[src/rtl/tssc_pkg.sv]
// Shared types, constants and the CRC-8 byte update for the scratchpad checker.
package tssc_pkg;

  localparam int unsigned PosWidth = 4;

  // Scratchpad byte positions
  localparam logic [PosWidth-1:0] POS_TEMP_LOW  = 4'd0;
  localparam logic [PosWidth-1:0] POS_TEMP_HIGH = 4'd1;
  localparam logic [PosWidth-1:0] POS_CONFIG    = 4'd4;
  localparam logic [PosWidth-1:0] POS_CRC       = 4'd8;

  localparam logic [7:0] CrcFeedback = 8'h8C;
  localparam int unsigned ResShift   = 5;

  // Resolution codes
  localparam logic [1:0] RES_9BIT  = 2'd0;
  localparam logic [1:0] RES_10BIT = 2'd1;
  localparam logic [1:0] RES_11BIT = 2'd2;
  localparam logic [1:0] RES_12BIT = 2'd3;

  typedef struct packed {
    logic [7:0] byte_value;
    logic       frame_start;
  } in_item_t;

  typedef struct packed {
    logic signed [11:0] temperature_sixteenths;
    logic [1:0]         resolution_code;
    logic [7:0]         computed_crc;
    logic [7:0]         received_crc;
    logic               crc_ok;
  } out_item_t;

  // Reflected CRC-8, polynomial 0x31, one full byte per call.
  function automatic logic [7:0] crc8_byte(input logic [7:0] crc, input logic [7:0] data);
    logic [7:0] r;
    logic       fb;
    r = crc;
    for (int i = 0; i < 8; i++) begin
      fb = r[0] ^ data[i];
      r  = {1'b0, r[7:1]};
      if (fb) begin
        r = r ^ CrcFeedback;
      end
    end
    return r;
  endfunction

  // Keep the fraction bits that the resolution defines, clear the rest.
  function automatic logic [11:0] fraction_mask(input logic [1:0] res);
    logic [11:0] m;
    case (res)
      RES_9BIT:  m = 12'hFF8;
      RES_10BIT: m = 12'hFFC;
      RES_11BIT: m = 12'hFFE;
      RES_12BIT: m = 12'hFFF;
      default:   m = 12'hFFF;
    endcase
    return m;
  endfunction

endpackage

[src/rtl/tssc_frame.sv]
// Frame tracking: byte position, running CRC and the kept temperature and resolution bytes.
module tssc_frame (
  input  logic                clk,
  input  logic                rst,
  input  logic                accept,
  input  tssc_pkg::in_item_t  item,
  output logic                result_valid,
  output tssc_pkg::out_item_t result
);
  import tssc_pkg::*;

  logic [PosWidth-1:0] byte_position;
  logic [PosWidth-1:0] pos;
  logic [7:0]          crc_register;
  logic [7:0]          crc_next;
  logic [7:0]          temp_low_byte;
  logic [7:0]          temp_high_byte;
  logic [1:0]          resolution_bits;
  logic [11:0]         raw;

  always_comb begin
    pos = item.frame_start ? POS_TEMP_LOW : byte_position;
    if (pos > POS_CRC) begin
      pos = POS_TEMP_LOW;
    end
    // byte 0 restarts the CRC from zero
    crc_next = crc8_byte((pos == POS_TEMP_LOW) ? 8'd0 : crc_register, item.byte_value);
  end

  assign result_valid = accept && (pos == POS_CRC);

  always_comb begin
    raw = {temp_high_byte[3:0], temp_low_byte} & fraction_mask(resolution_bits);
    result.temperature_sixteenths = raw;
    result.resolution_code        = resolution_bits;
    result.computed_crc           = crc_register;
    result.received_crc           = item.byte_value;
    result.crc_ok                 = (crc_register == item.byte_value);
  end

  always_ff @(posedge clk) begin
    if (rst) begin
      byte_position <= POS_TEMP_LOW;
      crc_register  <= 8'd0;
    end else if (accept) begin
      if (pos == POS_CRC) begin
        byte_position <= POS_TEMP_LOW;
      end else begin
        byte_position <= pos + PosWidth'(1);
        crc_register  <= crc_next;
      end
    end
  end

  always_ff @(posedge clk) begin
    if (accept) begin
      if (pos == POS_TEMP_LOW) begin
        temp_low_byte <= item.byte_value;
      end
      if (pos == POS_TEMP_HIGH) begin
        temp_high_byte <= item.byte_value;
      end
      if (pos == POS_CONFIG) begin
        resolution_bits <= item.byte_value[ResShift +: 2];
      end
    end
  end

endmodule

[src/rtl/tssc_out_buf.sv]
// Output register with a skid stage so the input side keeps moving while a result waits.
module tssc_out_buf (
  input  logic                clk,
  input  logic                rst,
  input  logic                push,
  input  tssc_pkg::out_item_t push_item,
  output logic                space,
  output logic                out_valid,
  input  logic                out_ready,
  output tssc_pkg::out_item_t out_item
);
  import tssc_pkg::*;

  logic      skid_valid;
  out_item_t skid_item;
  logic      pop;

  assign space = !skid_valid;
  assign pop   = out_valid && out_ready;

  always_ff @(posedge clk) begin
    if (rst) begin
      out_valid  <= 1'b0;
      skid_valid <= 1'b0;
    end else if (!out_valid || pop) begin
      // advance: skid first, then the new result
      out_valid  <= skid_valid || push;
      skid_valid <= 1'b0;
    end else if (push) begin
      skid_valid <= 1'b1;
    end
  end

  always_ff @(posedge clk) begin
    if (!out_valid || pop) begin
      out_item <= skid_valid ? skid_item : push_item;
    end else if (push) begin
      skid_item <= push_item;
    end
  end

endmodule

[src/rtl/temp_sensor_scratchpad_checker_core.sv]
// Top level of the one-wire temperature sensor scratchpad checker.
// Takes one scratchpad byte per transaction, one per clock cycle when the
// output side keeps up. The CRC-8 over a whole byte is done in the same cycle
// the byte is accepted. Bytes 0 to 7 produce no result; byte 8 produces one
// result transaction carrying the temperature in 1/16 degree (undefined
// fraction bits cleared), the resolution code, the computed and received CRC
// and a match flag. At the edge that accepts byte 8 the result is loaded into
// the output register, offered from the next cycle on, or into the skid stage
// while that register holds one not yet taken. This two-entry output buffer
// lets input continue while a result waits; input stalls only when both
// entries are full. frame_start forces a byte to be taken as byte 0.
module temp_sensor_scratchpad_checker_core (
  input  logic                clk,
  input  logic                rst,
  input  logic                in_valid,
  output logic                in_ready,
  input  tssc_pkg::in_item_t  in_item,
  output logic                out_valid,
  input  logic                out_ready,
  output tssc_pkg::out_item_t out_item
);
  import tssc_pkg::*;

  logic      accept;
  logic      result_valid;
  out_item_t result;
  logic      space;

  assign in_ready = space;
  assign accept   = in_valid && in_ready;

  tssc_frame u_frame (
    .clk          (clk),
    .rst          (rst),
    .accept       (accept),
    .item         (in_item),
    .result_valid (result_valid),
    .result       (result)
  );

  tssc_out_buf u_out_buf (
    .clk       (clk),
    .rst       (rst),
    .push      (result_valid),
    .push_item (result),
    .space     (space),
    .out_valid (out_valid),
    .out_ready (out_ready),
    .out_item  (out_item)
  );

endmodule

[config.mk]
export PLATFORM = sky130hd
export DESIGN_NAME = temp_sensor_scratchpad_checker_core
export DESIGN_NICKNAME = d
export VERILOG_FILES = /design/src/rtl/tssc_pkg.sv /design/src/rtl/tssc_frame.sv /design/src/rtl/tssc_out_buf.sv /design/src/rtl/temp_sensor_scratchpad_checker_core.sv
export SDC_FILE = /design/constraint.sdc
export NUM_CORES = 1
export LEC_CHECK = 0
export BUFFER_PORTS_ARGS = -buffer_cell sky130_fd_sc_hd__buf_2
export CAP_MARGIN = 10
export CELL_PAD_IN_SITES_DETAIL_PLACEMENT = 0
export CELL_PAD_IN_SITES_GLOBAL_PLACEMENT = 1
export CORE_ASPECT_RATIO = 0.9
export CORE_UTILIZATION = 39
export CTS_CLUSTER_SIZE = 20
export DETAILED_ROUTE_END_ITERATION = 10
export GPL_ROUTABILITY_DRIVEN = 0
export GPL_TIMING_DRIVEN = 1
export PLACE_DENSITY_LB_ADDON = 0.1
export SYNTH_ARGS = -nofsm -noshare
export SYNTH_HDL_FRONTEND = slang
export SYNTH_SLANG_ARGS = --single-unit
[constraint.sdc]
create_clock -name clk -period 5.3 [get_ports clk]
set_input_delay 0.265 -clock clk [delete_from_list [all_inputs] [get_ports clk]]
set_output_delay 0.265 -clock clk [all_outputs]
set_load 0.02 [all_outputs]
## Yosys cells after proc, flatten, opt, wreduce, memory -nomap -nowiden

Index checks and enable logic that the tools add are counted.

| storage, ports and cells | value |
|---|---|
| register bits | 90 |
| input bits | 13 |
| output and inout port bits | 33 |

| operators by class | value |
|---|---|
| add/subtract/negate cells | 1 |
| $lt $le $gt $ge | 1 |
| eq/ne operators | 7 |
| multiplexer cells | 14 |
| bitwise gates (word level) | 19 |
| reductions and logical operators | 15 |

Operators with widths:

| operator | count |
|---|---|
| 8-bit 2-to-1 mux | 9 |
| 12-bit one-hot mux with 4 select lines | 1 |
| 31-bit 2-to-1 mux | 1 |
| 2-bit NOT with 3-bit output | 8 |
| 12-bit AND | 1 |
| 4-bit 2-to-1 mux | 3 |
| 2-bit AND reduction | 5 |
| 8-bit == test | 1 |
| 1-bit XOR | 8 |
| 4-bit by 1-bit adder with 4-bit output (second input constant) | 1 |
| 2-bit == test (second input constant) | 2 |
| 4-bit by 1-bit == test with 1-bit output (second input constant) | 1 |
| 4-bit by 3-bit == test with 1-bit output (second input constant) | 1 |
| 4-bit == test (second input constant) | 1 |
| 4-bit > comparator (second input constant) | 1 |
| 4-bit logical NOT | 1 |
| 1-bit logical AND | 3 |
| 2-bit by 1-bit == test with 1-bit output (second input constant) | 1 |
| 1-bit logical NOT | 2 |
| 2-bit logical NOT | 1 |
| 1-bit logical OR | 2 |
| 1-bit NOT | 2 |
| 2-bit OR reduction | 1 |

## Depth between registers and ports, before layout

| logic depth | value |
|---|---|
| word-level depth | 21 |
| depth in mapped cells | 10 |
| mapped depth without buffers | 8 |

## Modules after synthesis

From an unflattened synthesis, not the netlist that was laid out.

| unflattened totals | value |
|---|---|
| cells, all modules | 272 |
| area, all modules | 4112.7 µm² |

Modules (own cells, without submodules):

| module | times used | cells an instance | area an instance (µm²) |
|---|---|---|---|
| tssc_out_buf | 1 | 106 | 2458.6 |
| tssc_frame | 1 | 165 | 1647.8 |
| temp_sensor_scratchpad_checker_core | 1 | 1 | 6.3 |

## Least setup slack after synthesis

Ideal clock, no wire load.

| path | value |
|---|---|
| path type | reg-to-reg |
| from | register u_out_buf.out_valid |
| to | register u_out_buf.skid_item[0] (netlist name), enable pin |
| library setup time | 0.497 ns |
| arrival | 4.336 ns |
| required time | 4.803 ns |
| path slack | 0.467 ns |
| cell stages (with the launch flop) | 3 |
| buffers on the path | 0 |
| period minus slack after synthesis | 4.833 ns |
| path through | dfxtp_1 > nand2b_1 > nor4_1 |

| between the ends | value |
|---|---|
| word-level cells in the longest chain between the ends | 4 |
| elaborated cells between the ends (all ways) | 5 |

Ends and longest elaborated chain:

| what | RTL line | text |
|---|---|---|
| start: declaration | tssc_out_buf.sv:8 | `output logic out_valid,` |
| start signal: assignment | tssc_out_buf.sv:27 | `out_valid <= skid_valid \|\| push;` |
| 1-bit logical NOT / 1-bit logical AND (equally long branches) | tssc_out_buf.sv:35, tssc_out_buf.sv:19 |  |
| 1-bit logical OR * | tssc_out_buf.sv:35 | `if (!out_valid \|\| pop) begin` |
| 1-bit NOT (no line) * | n/a |  |
| 2-bit AND reduction (no line) * | n/a |  |
| end signal: assignment | tssc_out_buf.sv:38 | `skid_item <= push_item;` |
| end: declaration | tssc_out_buf.sv:15 | `out_item_t skid_item;` |

Mark *: on every way between the ends. The rest lies on a longest branch, timed or not.
A chain may end at the register's enable or synchronous reset.

## Worst setup path in the final report

| path | value |
|---|---|
| from | register u_frame.byte_position[0] |
| to | register u_out_buf.skid_item[27] (netlist name), enable pin |

| between the ends | value |
|---|---|
| word-level cells in the longest chain between the ends | 6 |

Ends and longest elaborated chain:

| what | RTL line | text |
|---|---|---|
| start: declaration | tssc_frame.sv:12 | `logic [PosWidth-1:0] byte_position;` |
| start signal: assignment | tssc_frame.sv:49 | `byte_position <= pos + PosWidth'(1);` |
| 4-bit 2-to-1 mux * | tssc_frame.sv:22 | `pos = item.frame_start ? POS_TEMP_LOW : byte_position;` |
| 4-bit > comparator | tssc_frame.sv:23 | `if (pos > POS_CRC) begin` |
| 4-bit 2-to-1 mux * | tssc_frame.sv:23 |  |
| 4-bit == test * | tssc_frame.sv:30 | `assign result_valid = accept && (pos == POS_CRC);` |
| 1-bit logical AND * | tssc_frame.sv:30 |  |
| 2-bit AND reduction (no line) * | n/a |  |

Marked as above.

==> run summary <==
Final net count: 322
Max Cap Viol: 0
Worst-skew pair later-pin latency: 0.35 ns
Dpl cell area: 4170 sq um
Slew HR: 0.329
Largest family of logic cells by synthesized area: XOR/XNOR gates
Fin Setup TNS: 0 ns
CTS clk-pin slew, worst paths: 0.09 ns
Unrepaired setup endpoints after global routing: no
Synthesized area: 3840 sq um
Clock tree buffer depth: 2
Distinct cells, synth: 39
Drt pass-1 iters: 4
Final ANT Viol Nets: 0
ANT cells: 0
Power Density: 332 nW/um^2
Period Utilization, post-route: 0.504
I/O Buffers: 45
Largest net degree at the start of global routing: 35
Most frequent cells in the layout: 76 x edfxtp_1, 45 x buf_2, 28 x mux2_2, 28 x xnor2_1, 19 x nand2_1
Setup bufs post-CTS: 0
Die W: 107 um
H-tree depth: 3
Synth warn: 0
Max stage delay on crit path: 0.86 ns
Starting density of the core: 0.411
Layout cells sized above 1: 0.309
Cell area after layout: 4380 sq um
IR drop worst, VDD: 0.000137 V
Flops & latches, synth: 90
Commonest non-fill, non-tap cell in the layout: edfxtp_1
Storage element area: 2560 sq um
Worst slew pin tran: 0.999 ns
Synth Net Count: 279
Post-synth top flop: edfxtp_1
GRT overflow: 0
Remaining DRCs: 0
CTS tree: done
Final min period: 2.67 ns
Final slew viol count: 0
Cts repair resizes: 0
Core Area: 9330 sq um
Synth Instances: 263
Routed WL: 7.08 mm
Die height: 96.1 um
Clock skew: 0.00919 ns
Hold Buf Count CTS: 0
Vias in the first global route: 2100
WP data arrival: 2.70 ns
Clock root buffer: clkbuf_8
Final setup vio count: 0
Post-synthesis xor/xnor area fraction: 0.0975
Critical path type: flip-flop to flip-flop
Detailed-route via count: 2141
Number of cell rows: 33
HP Class: input pin to flip-flop
Initial DRC Count: 74
Initial antenna violation count: 0
DR vias/cell: 4.94
TritonCTS Sinks: 90
Critical Path RT: 5.32 ns
Crit Path Max Fanout: 24
Mux contribution to synthesized area: 0.0822
Fin. Hold Viols: 0
Compound-Gate Fraction of Synth Area: 0.0506
Cell Chain, Critical Path: or4b_1 > nor4_2 > buf_4
Ports: 46
# fillers: 882
Fmax: 374 MHz
Num CTS Buffers: 9
Synthesis-to-layout area growth: 14.1%
Endpoint class of the critical path: flip-flop
Dpl hpwl: 4.59 mm
Avg Inst Size Synth: 14.6 sq um
Avg WL per Cell: 16.4 um
Area taken by multi-input logic gates: 1190 sq um
Startpoint type of the worst setup path: flip-flop
GR Util All Layers: 0.155
Status: finished, final reports clean
First-pass GRT wire length: 11.5 mm
EDFF count, synth: 76
Die Footprint: 10200 sq um
Sequential-to-total area share from yosys stat: 0.668
Post-Synth Simple-Gate Area: 0.0675
CP max-delay cell: nor4_2
Static leakage: 0.00162 uW
Synth Area in Adders: 0.00978
Async SR Flop Fraction: 0
[synthesized netlist by cell type, types with 4 or more instances]
library cell | instances | area, sq um
edfxtp_1 | 76 | 2280
mux2_2 | 28 | 315
xnor2_1 | 28 | 245
nand2_1 | 19 | 71.3
dfxtp_1 | 14 | 280
nor2_1 | 12 | 45.0
clkbuf_1 | 10 | 37.5
xor2_1 | 7 | 61.3
a21oi_1 | 6 | 30.0
buf_2 | 6 | 30.0
inv_1 | 6 | 22.5
nand3_1 | 4 | 20.0
o21ai_0 | 4 | 20.0
[worst max-delay path, delay by kind of cell, from the launching register on]
| kind | cells | cell delay, ns |
|---|---|---|
| buffers and inverters | 1 | 0.47 |
| AND/OR/NAND/NOR | 2 | 1.51 |
| flip-flops | 1 | 0.34 |
[kinds of logic after synthesis]
kind of cell             Yosys count
flip-flops                        90
AND/OR/NAND/NOR                   53
XOR/XNOR                          38
AO/OA/AOI/OAI                     28
multiplexers                      28
buffers and inverters             23
adder cells (fa/ha/maj)            3
[routing by layer]
layer / part of all wire / global-route usage / vias to the layer above
met5: 0 / 0 / -
met4: 0.013 / 0.0616 / 0
met3: 0.037 / 0.0386 / 9
met2: 0.46 / 0.243 / 53
met1: 0.49 / 0.209 / 1041
li1: - / - / 1038
[flip-flops by register name (all words and copies together), names as in the netlist]
signal                   flops
u_out_buf.skid_item         31
u_frame.byte_position        4
u_out_buf.out_valid          1
u_frame.resolution_bits      2
u_out_buf.out_item          31
u_out_buf.skid_valid         1
u_frame.temp_high_byte       4
u_frame.temp_low_byte        8
u_frame.crc_register         8
[through the flow]
| step | instances | power (uW) | utilization | setup WS [ns] | hold slack, ns |
|---|---|---|---|---|---|
| 6_report | 433 | 1450 | 0.469 | 2.63 | 0.187 |
| 3_5_place_dp | 415 | 1000 | 0.447 | 2.41 | 0.431 |
| 5_1_grt | 433 | 1520 | 0.469 | 2.34 | 0.174 |
| 3_3_place_gp | 415 | 1000 | 0.447 | 2.45 | 0.425 |
| 2_1_floorplan | 263 | 961 | - | 0.467 | 0.364 |
| 4_1_cts | 431 | 1470 | 0.467 | 2.53 | 0.174 |
[report_power, final]
part           total, uW  internal, uW  leakage (uW)  switching [uW]
Combinational        169          80.8      0.000660            88.3
Sequential           820           795      0.000867            25.0
Clock                462           219     0.0000905             243
Total               1450          1090       0.00162             356
[cell type report]
| class | instances | area share |
|---|---|---|
| Sequential cell | 90 | 0.586 |
| Multi-Input combinational cell | 150 | 0.272 |
| Timing Repair Buffer | 49 | 0.0583 |
| Tap cell | 122 | 0.0349 |
| Clock buffer | 10 | 0.0292 |
| Clock inverter | 6 | 0.0152 |
| Inverter | 6 | 0.00515 |
[worst paths after layout]
path,from,end,slack (ns),cells past startpoint
hold reg to reg,u_frame.temp_low_byte[3],u_out_buf.skid_item[22],0.44,0
setup reg to reg,u_frame.byte_position[0],u_out_buf.skid_item[27],2.63,3
setup / recovery,u_frame.byte_position[0],u_out_buf.skid_item[27],2.63,3
hold / removal,in_item[8],u_out_buf.skid_item[8],0.19,1
Power figures use the tool's default switching activity.
